<file path="config.mk">
export PLATFORM = sky130hd
export DESIGN_NAME = weighted_deficit_round_robin_pick
export DESIGN_NICKNAME = d
export VERILOG_FILES = /design/src/rtl/core/wdrr_pkg.sv /design/src/rtl/core/weighted_deficit_round_robin_pick.sv /design/src/rtl/core/wdrr_div.sv
export SDC_FILE = /design/constraint.sdc
export NUM_CORES = 1
export LEC_CHECK = 0
export ABC_AREA = 0
export ABC_CLOCK_PERIOD_IN_PS = 7580
export BUFFER_PORTS_ARGS = -buffer_cell sky130_fd_sc_hd__buf_2
export CAP_MARGIN = 20
export CORE_AREA = 5 5 211 213
export DETAILED_ROUTE_END_ITERATION = 7
export DIE_AREA = 0 0 216 218
export HOLD_SLACK_MARGIN = 0.1
export PLACE_DENSITY = 0.72
export SYNTH_ARGS = -nofsm -noshare
export SYNTH_HDL_FRONTEND = slang
export SYNTH_SLANG_ARGS = --single-unit
export TNS_END_PERCENT = 1
</file>
<file path="constraint.sdc">
create_clock -name clk_i -period 7.58 [get_ports clk_i]
set_clock_uncertainty 0.05 [all_clocks]
set_input_delay 2.274 -clock clk_i [delete_from_list [all_inputs] [get_ports clk_i]]
set_output_delay 2.274 -clock clk_i [all_outputs]
set_load 0.02 [all_outputs]
</file>
<file path="src/rtl/core/wdrr_pkg.sv">
package wdrr_pkg;

  localparam int unsigned SIZE_W     = 16;
  localparam int unsigned CRED_W     = 32;
  localparam int unsigned QUANT_W    = 16;
  localparam int unsigned WEIGHT_W   = 8;
  localparam int unsigned WSUM_W     = 10;
  localparam int unsigned DIVIDEND_W = QUANT_W + WEIGHT_W;
  localparam int unsigned CLS_W      = 2;
  localparam int unsigned MAX_CLS    = 4;
  localparam int unsigned CFG_IDX_W  = 3;
  localparam int unsigned CFG_DATA_W = 16;

  localparam logic [CFG_IDX_W-1:0] RegQuantum     = 3'd0;
  localparam logic [CFG_IDX_W-1:0] RegWeightZero  = 3'd1;
  localparam logic [CFG_IDX_W-1:0] RegWeightOne   = 3'd2;
  localparam logic [CFG_IDX_W-1:0] RegWeightTwo   = 3'd3;
  localparam logic [CFG_IDX_W-1:0] RegWeightThree = 3'd4;

  localparam logic KindDequeue = 1'b0;
  localparam logic KindPeek    = 1'b1;

  localparam logic [QUANT_W-1:0]  QuantumReset = 16'd1500;
  localparam logic [WEIGHT_W-1:0] WeightReset  = 8'd1;

  typedef struct packed {
    logic              kind;
    logic [SIZE_W-1:0] head_size_zero;
    logic [SIZE_W-1:0] head_size_one;
    logic [SIZE_W-1:0] head_size_two;
    logic [SIZE_W-1:0] head_size_three;
    logic [MAX_CLS-1:0] nonempty_mask;
  } req_t;

  typedef struct packed {
    logic              granted;
    logic [CLS_W-1:0]  chosen_class;
    logic [CRED_W-1:0] credit_left;
  } rsp_t;

endpackage

</file>
<file path="src/rtl/core/weighted_deficit_round_robin_pick.sv">
// An accepted word is scanned one class at a time from the round pointer; when a dequeue
// closes a round, the 24-step bit-serial divider works out each class's share in turn
// (no division is run when all weights are 0), then the result is registered.
// Throughput is one word at a time; the next word is taken once the result is registered.
// Reset is asynchronous and active low: credits and round pointer clear, quantum
// returns to 1500 and every weight to 1.
module weighted_deficit_round_robin_pick
  import wdrr_pkg::*;
#(
  parameter int unsigned NUM_CLASSES = 4
) (
  input  logic                  clk_i,
  input  logic                  rst_ni,
  input  logic                  in_valid_i,
  output logic                  in_ready_o,
  input  req_t                  in_data_i,
  output logic                  out_valid_o,
  input  logic                  out_ready_i,
  output rsp_t                  out_data_o,
  input  logic                  cfg_we_i,
  input  logic [CFG_IDX_W-1:0]  cfg_idx_i,
  input  logic [CFG_DATA_W-1:0] cfg_wdata_i
);

  localparam int unsigned IDX_W = $clog2(NUM_CLASSES);
  localparam logic [CLS_W-1:0] LastCls = CLS_W'(NUM_CLASSES - 1);

  localparam logic [2:0] StIdle   = 3'd0;
  localparam logic [2:0] StScan   = 3'd1;
  localparam logic [2:0] StRstart = 3'd2;
  localparam logic [2:0] StRdiv   = 3'd3;
  localparam logic [2:0] StDone   = 3'd4;

  logic [2:0]          state_q;
  req_t                req_q;
  logic [CRED_W-1:0]   credit_q [NUM_CLASSES];
  logic [CLS_W-1:0]    ptr_q;
  logic [CLS_W-1:0]    cls_q;
  logic [CLS_W-1:0]    chosen_q;
  logic                found_q;
  logic [QUANT_W-1:0]  quantum_q;
  logic [WEIGHT_W-1:0] weight_q [MAX_CLS];
  logic                out_valid_q;
  rsp_t                out_data_q;

  logic [SIZE_W-1:0]     size_arr [MAX_CLS];
  logic [SIZE_W-1:0]     size_cur;
  logic [CRED_W-1:0]     credit_cur;
  logic [CRED_W:0]       diff;
  logic                  hit;
  logic [WSUM_W-1:0]     wsum;
  logic [DIVIDEND_W-1:0] product;
  logic                  div_start;
  logic                  div_done;
  logic [DIVIDEND_W-1:0] quotient;
  logic [CRED_W:0]       sum_sat;
  logic                  out_free;

  assign size_arr[0] = req_q.head_size_zero;
  assign size_arr[1] = req_q.head_size_one;
  assign size_arr[2] = req_q.head_size_two;
  assign size_arr[3] = req_q.head_size_three;

  assign size_cur   = size_arr[cls_q];
  assign credit_cur = credit_q[cls_q[IDX_W-1:0]];
  assign diff       = {1'b0, credit_cur} - (CRED_W + 1)'(size_cur);
  assign hit        = req_q.nonempty_mask[cls_q] && !diff[CRED_W];

  always_comb begin
    wsum = '0;
    for (int unsigned c = 0; c < NUM_CLASSES; c++) begin
      wsum = wsum + WSUM_W'(weight_q[c]);
    end
  end

  assign product   = DIVIDEND_W'(weight_q[cls_q]) * DIVIDEND_W'(quantum_q);
  assign div_start = (state_q == StRstart) && (wsum != '0);
  assign sum_sat   = {1'b0, credit_cur} + (CRED_W + 1)'(quotient);
  assign out_free  = !out_valid_q || out_ready_i;

  wdrr_div u_div (
    .clk_i      (clk_i),
    .rst_ni     (rst_ni),
    .start_i    (div_start),
    .dividend_i (product),
    .divisor_i  (wsum),
    .done_o     (div_done),
    .quotient_o (quotient)
  );

  assign in_ready_o = (state_q == StIdle);

  always_ff @(posedge clk_i or negedge rst_ni) begin
    if (!rst_ni) begin
      state_q     <= StIdle;
      ptr_q       <= '0;
      cls_q       <= '0;
      chosen_q    <= '0;
      found_q     <= 1'b0;
      out_valid_q <= 1'b0;
      quantum_q   <= QuantumReset;
      for (int unsigned c = 0; c < MAX_CLS; c++) begin
        weight_q[c] <= WeightReset;
      end
      for (int unsigned c = 0; c < NUM_CLASSES; c++) begin
        credit_q[c] <= '0;
      end
    end else begin
      if (cfg_we_i) begin
        unique case (cfg_idx_i)
          RegQuantum:     quantum_q   <= cfg_wdata_i;
          RegWeightZero:  weight_q[0] <= cfg_wdata_i[WEIGHT_W-1:0];
          RegWeightOne:   weight_q[1] <= cfg_wdata_i[WEIGHT_W-1:0];
          RegWeightTwo:   weight_q[2] <= cfg_wdata_i[WEIGHT_W-1:0];
          RegWeightThree: weight_q[3] <= cfg_wdata_i[WEIGHT_W-1:0];
          default: ;
        endcase
      end

      if (state_q == StDone && out_free) begin
        out_valid_q <= 1'b1;
      end else if (out_valid_q && out_ready_i) begin
        out_valid_q <= 1'b0;
      end

      unique case (state_q)
        StIdle: begin
          if (in_valid_i) begin
            found_q <= 1'b0;
            cls_q   <= (ptr_q > LastCls) ? LastCls : ptr_q;
            state_q <= StScan;
          end
        end
        StScan: begin
          if (hit) begin
            found_q  <= 1'b1;
            chosen_q <= cls_q;
            if (req_q.kind == KindPeek) begin
              ptr_q   <= cls_q;
              state_q <= StDone;
            end else begin
              credit_q[cls_q[IDX_W-1:0]] <= diff[CRED_W-1:0];
              if (cls_q == LastCls) begin
                ptr_q   <= '0;
                cls_q   <= '0;
                state_q <= StRstart;
              end else begin
                ptr_q   <= cls_q + 1'b1;
                state_q <= StDone;
              end
            end
          end else if (cls_q == LastCls) begin
            if (req_q.kind == KindPeek) begin
              ptr_q   <= LastCls;
              state_q <= StDone;
            end else begin
              ptr_q   <= '0;
              cls_q   <= '0;
              state_q <= StRstart;
            end
          end else begin
            cls_q <= cls_q + 1'b1;
          end
        end
        StRstart: begin
          state_q <= (wsum == '0) ? StDone : StRdiv;
        end
        StRdiv: begin
          if (div_done) begin
            credit_q[cls_q[IDX_W-1:0]] <= sum_sat[CRED_W] ? '1 : sum_sat[CRED_W-1:0];
            if (cls_q == LastCls) begin
              state_q <= StDone;
            end else begin
              cls_q   <= cls_q + 1'b1;
              state_q <= StRstart;
            end
          end
        end
        StDone: begin
          if (out_free) begin
            state_q <= StIdle;
          end
        end
        default: state_q <= StIdle;
      endcase
    end
  end

  always_ff @(posedge clk_i) begin
    if (state_q == StIdle && in_valid_i) begin
      req_q <= in_data_i;
    end
    if (state_q == StDone && out_free) begin
      out_data_q.granted      <= found_q;
      out_data_q.chosen_class <= found_q ? chosen_q : '0;
      out_data_q.credit_left  <= found_q ? credit_q[chosen_q[IDX_W-1:0]] : '0;
    end
  end

  assign out_valid_o = out_valid_q;
  assign out_data_o  = out_data_q;

endmodule

</file>
<file path="src/rtl/core/wdrr_div.sv">
module wdrr_div
  import wdrr_pkg::*;
(
  input  logic                  clk_i,
  input  logic                  rst_ni,
  input  logic                  start_i,
  input  logic [DIVIDEND_W-1:0] dividend_i,
  input  logic [WSUM_W-1:0]     divisor_i,
  output logic                  done_o,
  output logic [DIVIDEND_W-1:0] quotient_o
);

  localparam int unsigned CNT_W = $clog2(DIVIDEND_W);
  localparam logic [CNT_W-1:0] LastStep = CNT_W'(DIVIDEND_W - 1);

  logic                  busy_q, busy_d;
  logic                  done_q, done_d;
  logic [CNT_W-1:0]      cnt_q, cnt_d;
  logic [WSUM_W-1:0]     rem_q, rem_d;
  logic [WSUM_W-1:0]     div_q, div_d;
  logic [DIVIDEND_W-1:0] quo_q, quo_d;
  logic [WSUM_W:0]       trial;
  logic [WSUM_W:0]       diff;

  assign trial = {rem_q, quo_q[DIVIDEND_W-1]};
  assign diff  = trial - {1'b0, div_q};

  always_comb begin
    busy_d = busy_q;
    done_d = 1'b0;
    cnt_d  = cnt_q;
    rem_d  = rem_q;
    div_d  = div_q;
    quo_d  = quo_q;
    if (start_i) begin
      busy_d = 1'b1;
      cnt_d  = '0;
      rem_d  = '0;
      div_d  = divisor_i;
      quo_d  = dividend_i;
    end else if (busy_q) begin
      if (trial >= {1'b0, div_q}) begin
        rem_d = diff[WSUM_W-1:0];
        quo_d = {quo_q[DIVIDEND_W-2:0], 1'b1};
      end else begin
        rem_d = trial[WSUM_W-1:0];
        quo_d = {quo_q[DIVIDEND_W-2:0], 1'b0};
      end
      if (cnt_q == LastStep) begin
        busy_d = 1'b0;
        done_d = 1'b1;
      end else begin
        cnt_d = cnt_q + 1'b1;
      end
    end
  end

  always_ff @(posedge clk_i or negedge rst_ni) begin
    if (!rst_ni) begin
      busy_q <= 1'b0;
      done_q <= 1'b0;
      cnt_q  <= '0;
    end else begin
      busy_q <= busy_d;
      done_q <= done_d;
      cnt_q  <= cnt_d;
    end
  end

  always_ff @(posedge clk_i) begin
    rem_q <= rem_d;
    div_q <= div_d;
    quo_q <= quo_d;
  end

  assign done_o     = done_q;
  assign quotient_o = quo_q;

endmodule

</file>
## Word level (Yosys, flattened, before mapping)

Index checks and enable logic that the tools add are counted.

- Bitwise operators: 2
- Shifts and indexed selects: 0
- Div/mod/pow operators: 0
- Reductions and logical operators: 31
- Equality and inequality tests: 21
- Muxes and demuxes: 67
- Magnitude comparators: 6
- Add/sub/neg operators: 8
- $mul: 1

Operator list:

| kind | number |
|---|---|
| $mux 128 | 3 |
| $bwmux 128 | 2 |
| $pmux 128 s2 | 1 |
| $mux 32 | 6 |
| $bmux 32 s2 | 2 |
| $demux 32 s2 | 1 |
| $mux 24 | 2 |
| $add 32x24->33 | 1 |
| $sub 32x16->33 | 1 |
| $bmux 16 s2 | 1 |
| $mux 16 | 2 |
| $mux 3 | 10 |
| $mux 2 | 14 |
| $mul 8x16->24 | 1 |
| $bmux 8 s2 | 1 |
| $mux 8 | 2 |
| $reduce_and 2->1 | 8 |
| $mux 5 | 3 |
| $pmux 3 s5 | 1 |
| $eq 3x2->1 const B | 4 |
| $mux 1 | 12 |
| $ne 2x2->1 const B | 6 |
| $ne 3x3->1 const B | 4 |
| $ge 11x10->1 | 1 |
| other kinds (31) | 47 |

- Bits in writable memories: 0
- ROM bits: 0
- Register bits after elaboration: 342
- Output and inout bits: 37
- Latch bits: 0
- Memories: 0

## Longest topological paths before layout

- Depth in word-level cells: 9
- Depth in mapped cells: 23
- Depth with buffers taken out: 19

## Cells and area by module

A second synthesis with hierarchy kept.

- Cell total of the unflattened synthesis: 1934
- Area total of the unflattened synthesis: 22699.3 um2

Modules (own cells, without submodules):

| module | cells each | area each (um2) | sequential area each (um2) | instances |
|---|---|---|---|---|
| weighted_deficit_round_robin_pick | 1731 | 20138.1 | 7816.2 | 1 |
| wdrr_div | 203 | 2561.2 | 1396.3 | 1 |

## Worst setup path before layout

Ideal clock, no wire load.

- Kind: register -> register
- Start point: reg cls_q[0]
- End point: reg u_div.quo_q[23] (netlist: u_div.quotient_o[23]), data pin
- Cell stages (with the launch flop): 23
- Setup slack: 0.953 ns
- Path buffers: 5
- Data required time: 7.262 ns
- Library setup time: 0.268 ns
- Arrival time: 6.309 ns
- Cells stage by stage: dfrtp_1 -> buf_6 -> buf_6 -> buf_1 -> clkbuf_1 -> mux4_2 -> clkbuf_1 -> and2_1 -> fa_1 -> fa_1 -> fa_1 -> inv_1 -> fa_1 -> inv_1 -> ha_1 -> o21a_1 -> nor2_1 -> o21ba_2 -> a2111oi_0 -> o21ai_0 -> o21ai_0 -> xnor2_1 -> o21ai_0

- Cells in the longest elaborated chain, start to end: 6

RTL lines:

| element | line | RTL |
|---|---|---|
| start: declaration | weighted_deficit_round_robin_pick.sv:38 | `logic [CLS_W-1:0] cls_q;` |
| start signal: assignment | weighted_deficit_round_robin_pick.sv:130 | `cls_q <= (ptr_q > LastCls) ? LastCls : ptr_q;` |
| start signal: assignment | weighted_deficit_round_robin_pick.sv:162 | `cls_q <= cls_q + 1'b1;` |
| start signal: assignment | weighted_deficit_round_robin_pick.sv:174 | `cls_q <= cls_q + 1'b1;` |
| $not 2->3 (implied by the code) | weighted_deficit_round_robin_pick.sv:76 | `assign product = DIVIDEND_W'(weight_q[cls_q]) * DIVIDEND_W'(quantum_q);` |
| $bmux 8 s2 | weighted_deficit_round_robin_pick.sv:76 |  |
| $mux 8 (implied by the code) (2 in series) | weighted_deficit_round_robin_pick.sv:76 |  |
| $mul 8x16->24 | weighted_deficit_round_robin_pick.sv:76 |  |
| $mux 24 | wdrr_div.sv:35 | `if (start_i) begin` |
| via u_div.quo_d[23] | wdrr_div.sv:21 | `logic [DIVIDEND_W-1:0] quo_q, quo_d;` |
| end signal: assignment | wdrr_div.sv:73 | `quo_q <= quo_d;` |
| end: declaration | wdrr_div.sv:21 |  |

The timed path passes the listed nets, and every way through them passes these cells. The select of a mux whose other input is x is not followed.
A chain may end at the register's enable or synchronous reset.

## Worst setup path in the final report

Same ends and word-level chain as after synthesis.

==> summary.md <==
| Metric | Value |
|---|---|
| Outcome | completed |
| Async SR Flop Fraction | around 57% |
| Dpl cells | 2573 |
| Pin count of the biggest net entering global routing | just under 90 |
| Reg-to-Reg Start | cls_q[0]$_DFFE_PN0P_ |
| Pre-Repair DR Iteration Count | 6 |
| Wire per inst | 20.4 µm |
| Post-synth EDFFs | between 100 and 150 |
| Seq/Total Area, Yosys | around 40% |
| Clk sinks | between 300 and 400 |
| Critical Path Max Stage Delay | roughly 730 ps |
| H-tree depth | 2 |
| Post-synthesis register bit count | approximately 340 |
| Top cells by area, synth | dfrtp_1, edfxtp_1, fa_1 |
| Nets@finish | ~2400 |
| Clock buffer depth | 3 |
| Reg-to-Reg End | u_div.quotient_o[23]$_DFFE_PP_ |
| Floorplan row count | 76 |
| Crit path depth | 16 |
| Final non-filler cell total | about 2600 |
| Max Cap Violations | 0 |
| Worst path arrival time | between 6000 and 7000 ps |
| Die width | between 200 and 250 µm |
| Top Family by Delay on Critical Path | adder cells |
| Initial core utilization | between 50% and 60% |
| Vias in the first global route | 16273 |
| Initial antenna violation count | 2 |
| Rel. slew slack | between 30% and 40% |
| Skew-Pair Late Insertion Delay | about 560 ps |
| Post-route DRC violation count | 0 |
| Final hold violations | 0 |
| Mean Syn Cell Area | approximately 12 µm² |
| Root Driver | clkbuf_16 |
| Slowest CP cell | mux4_2 |
| Crit-path cells | buf_4 -> mux4_2 -> and2_1 -> fa_1 -> inv_1 -> fa_1 -> fa_1 -> inv_1 -> ha_1 -> o21a_1 -> o21ai_0 -> a2111oi_0 -> o21ai_0 -> o21ai_0 -> xnor2_1 -> o21ai_0 |
| First-pass GRT wire length | between 80000 and 90000 µm |
| I/O Buffers | between 100 and 150 |
| CTS resizes | 0 |
| Reg clk slew, reported paths | 60 ps |
| Num ports | between 100 and 150 |
| RSZ-0062 raised after global routing | false |
| Gr usage total | 22.9% |
| GR Overflow Total | 0 |
| CTS tree | yes |
| Core ar. | ~0.043 mm² |
| CP startpoint | cls_q[0]$_DFFE_PN0P_ |
| Tmin final | approximately 6000 ps |
| Crit path to | u_div.quotient_o[23]$_DFFE_PP_ |
| WL met1 | 22500 µm |
| Met2 WL post-DR | about 28000 µm |
| Final slew viol count | 0 |
| Setup TNS | 0 ps |
| Layout cell share with drive strength beyond 1 | between 20% and 30% |
| Hold Crit Class | register to register |
| Register-to-Register Setup Slack | 1580 ps |
| DR vias/cell | 5.89 |
| Type of origin of the critical path | register |
| Worst path buffer plus inverter count | 3 |
| Crit. End Element | register |
| DR WL met3 | approximately 2400 µm |
| Top cell type's share of synthesized area | 20.0% |
| Antenna-violating nets left | 0 |
| Critical path type | register to register |
| Cell with the most instances after synthesis | dfrtp_1 |
| Number of distinct library cells after synthesis | between 70 and 80 |
| Mapped Area | between 0.02 and 0.025 mm² |
| Peak fanout along the critical path | 23 |
| Final period util | 79.1% |
| Final setup viols | 0 |
| Setup bufs post-CTS | 0 |
| Worst Reg-to-Reg Cells | 16 |
| TritonCTS buffer count | 38 |
| Starting DRC count in detailed routing | 1056 |
| Area grow syn2layout | 10.9% |
| Primary FF master, synth | dfrtp_1 |
| Total number of vias | 15586 |
| Filler Cell Count | 3471 |
| Syn Nets | roughly 2300 |
| Routability congestion estimate | about 0.97 |
| Hold WS | about 450 ps |
| Yosys warns | 0 |
| Post-layout util | 59.8% |
| Final wirelength | 53900 µm |
| Area leader, netlist | dfrtp_1 |
| Top layer in use | met5 |
| Req. time, crit path | just under 8000 ps |
| Die Height | ~220 µm |
| Die area | between 0.04 and 0.05 mm² |
| Peak Freq | 0.167 GHz |
| DP Wirelength | approximately 40000 µm |
| Cells after Synth | 1954 |
| CP most frequent cell | o21ai_0 |
| Worst-margin pin slew | approximately 930 ps |
| Hold_buf cts | 0 |
| Post-synth top cells | dfrtp_1, and2_1, inv_1, edfxtp_1, nand2_1 |
-- per-layer routing --
metal  global-route usage, %  up-vias
met1                    29.3     7878
met4                    6.68        2
met2                    41.0      314
li1                        -     7297
met5                       0        -
met3                    3.07       95
-- metrics by stage --
stage / cell area, µm² / setup slack [ps]
3_3_place_gp: 24100 / 1640
5_1_grt: 25400 / 1100
3_5_place_dp: 24100 / 1580
2_1_floorplan: 22900 / 953
4_1_cts: 25300 / 1540
6_report: 25400 / 1580
-- final cells by class --
cell class	instances	area, µm²	area share [%]
Timing Repair Buffer	158	912	3.59
Antenna cell	1	2.50	0.00985
Tap cell	546	683	2.69
Clock buffer	48	1040	4.09
Sequential cell	342	9220	36.3
Clock inverter	20	198	0.778
Inverter	150	563	2.22
Multi-Input combinational cell	1380	12800	50.3
-- worst min path at each step --
stage	cells past startpoint	endpoint	slack [ps]	start
2_1_floorplan	2	u_div.rem_q[9]$_SDFFE_PP0P_	400	u_div.rem_q[9]$_SDFFE_PP0P_
3_3_place_gp	2	u_div.rem_q[9]$_SDFFE_PP0P_	420	u_div.rem_q[9]$_SDFFE_PP0P_
3_5_place_dp	2	u_div.rem_q[9]$_SDFFE_PP0P_	430	u_div.rem_q[9]$_SDFFE_PP0P_
4_1_cts	2	u_div.rem_q[9]$_SDFFE_PP0P_	440	u_div.rem_q[9]$_SDFFE_PP0P_
5_1_grt	2	u_div.rem_q[9]$_SDFFE_PP0P_	470	u_div.rem_q[9]$_SDFFE_PP0P_
6_report	2	u_div.rem_q[9]$_SDFFE_PP0P_	450	u_div.rem_q[9]$_SDFFE_PP0P_
-- tightest hold or removal path, delay by kind of cell, from the launching register on --
kind / cells / cell delay, ps
flops: 1 / 310
simple gates: 1 / 70
compound gates: 1 / 60
-- state kept, by name, summed over array words and instances, names as in the netlist --
register	cells
chosen_q	2
cls_q	2
credit_q	128
found_q	1
out_data_o	35
out_valid_o	1
ptr_q	2
quantum_q	16
req_q	69
state_q	3
u_div.busy_q	1
u_div.cnt_q	5
u_div.div_q	10
u_div.done_o	1
u_div.quotient_o	24
u_div.rem_q	10
weight_q	32
-- cells in the final DEF, fill, tap and decap left out, drive strengths merged, types with 12 or more instances in the layout --
cell type  count
mux4          89
nor3          17
clkinv        13
nand2        128
o211ai        16
mux2i         12
nand3         27
fa           103
a21o          32
inv          152
buf          157
clkbuf        49
xnor2         31
nor2          63
nand2b        13
edfxtp       138
a21oi         75
or3           14
and2         151
ha           108
xor2          36
o21ai        110
dfrtp        183
o21a          17
mux2         155
a22oi         13
-- kinds of logic after synthesis --
family                     count (synthesis)  synth area share (%)
DFF                                      342                  40.2
adders and majority gates                211                  14.9
muxes                                    256                  16.9
xor gates and xnor gates                  67                  2.56
buffers and inverters                    232                  4.07
and+or+nand+nor                          478                  10.9
AOI/OAI and AO/OA                        368                  10.4
Power is not shown: default switching activity piles up to over one toggle a cycle in this logic, so the estimate is an artifact.
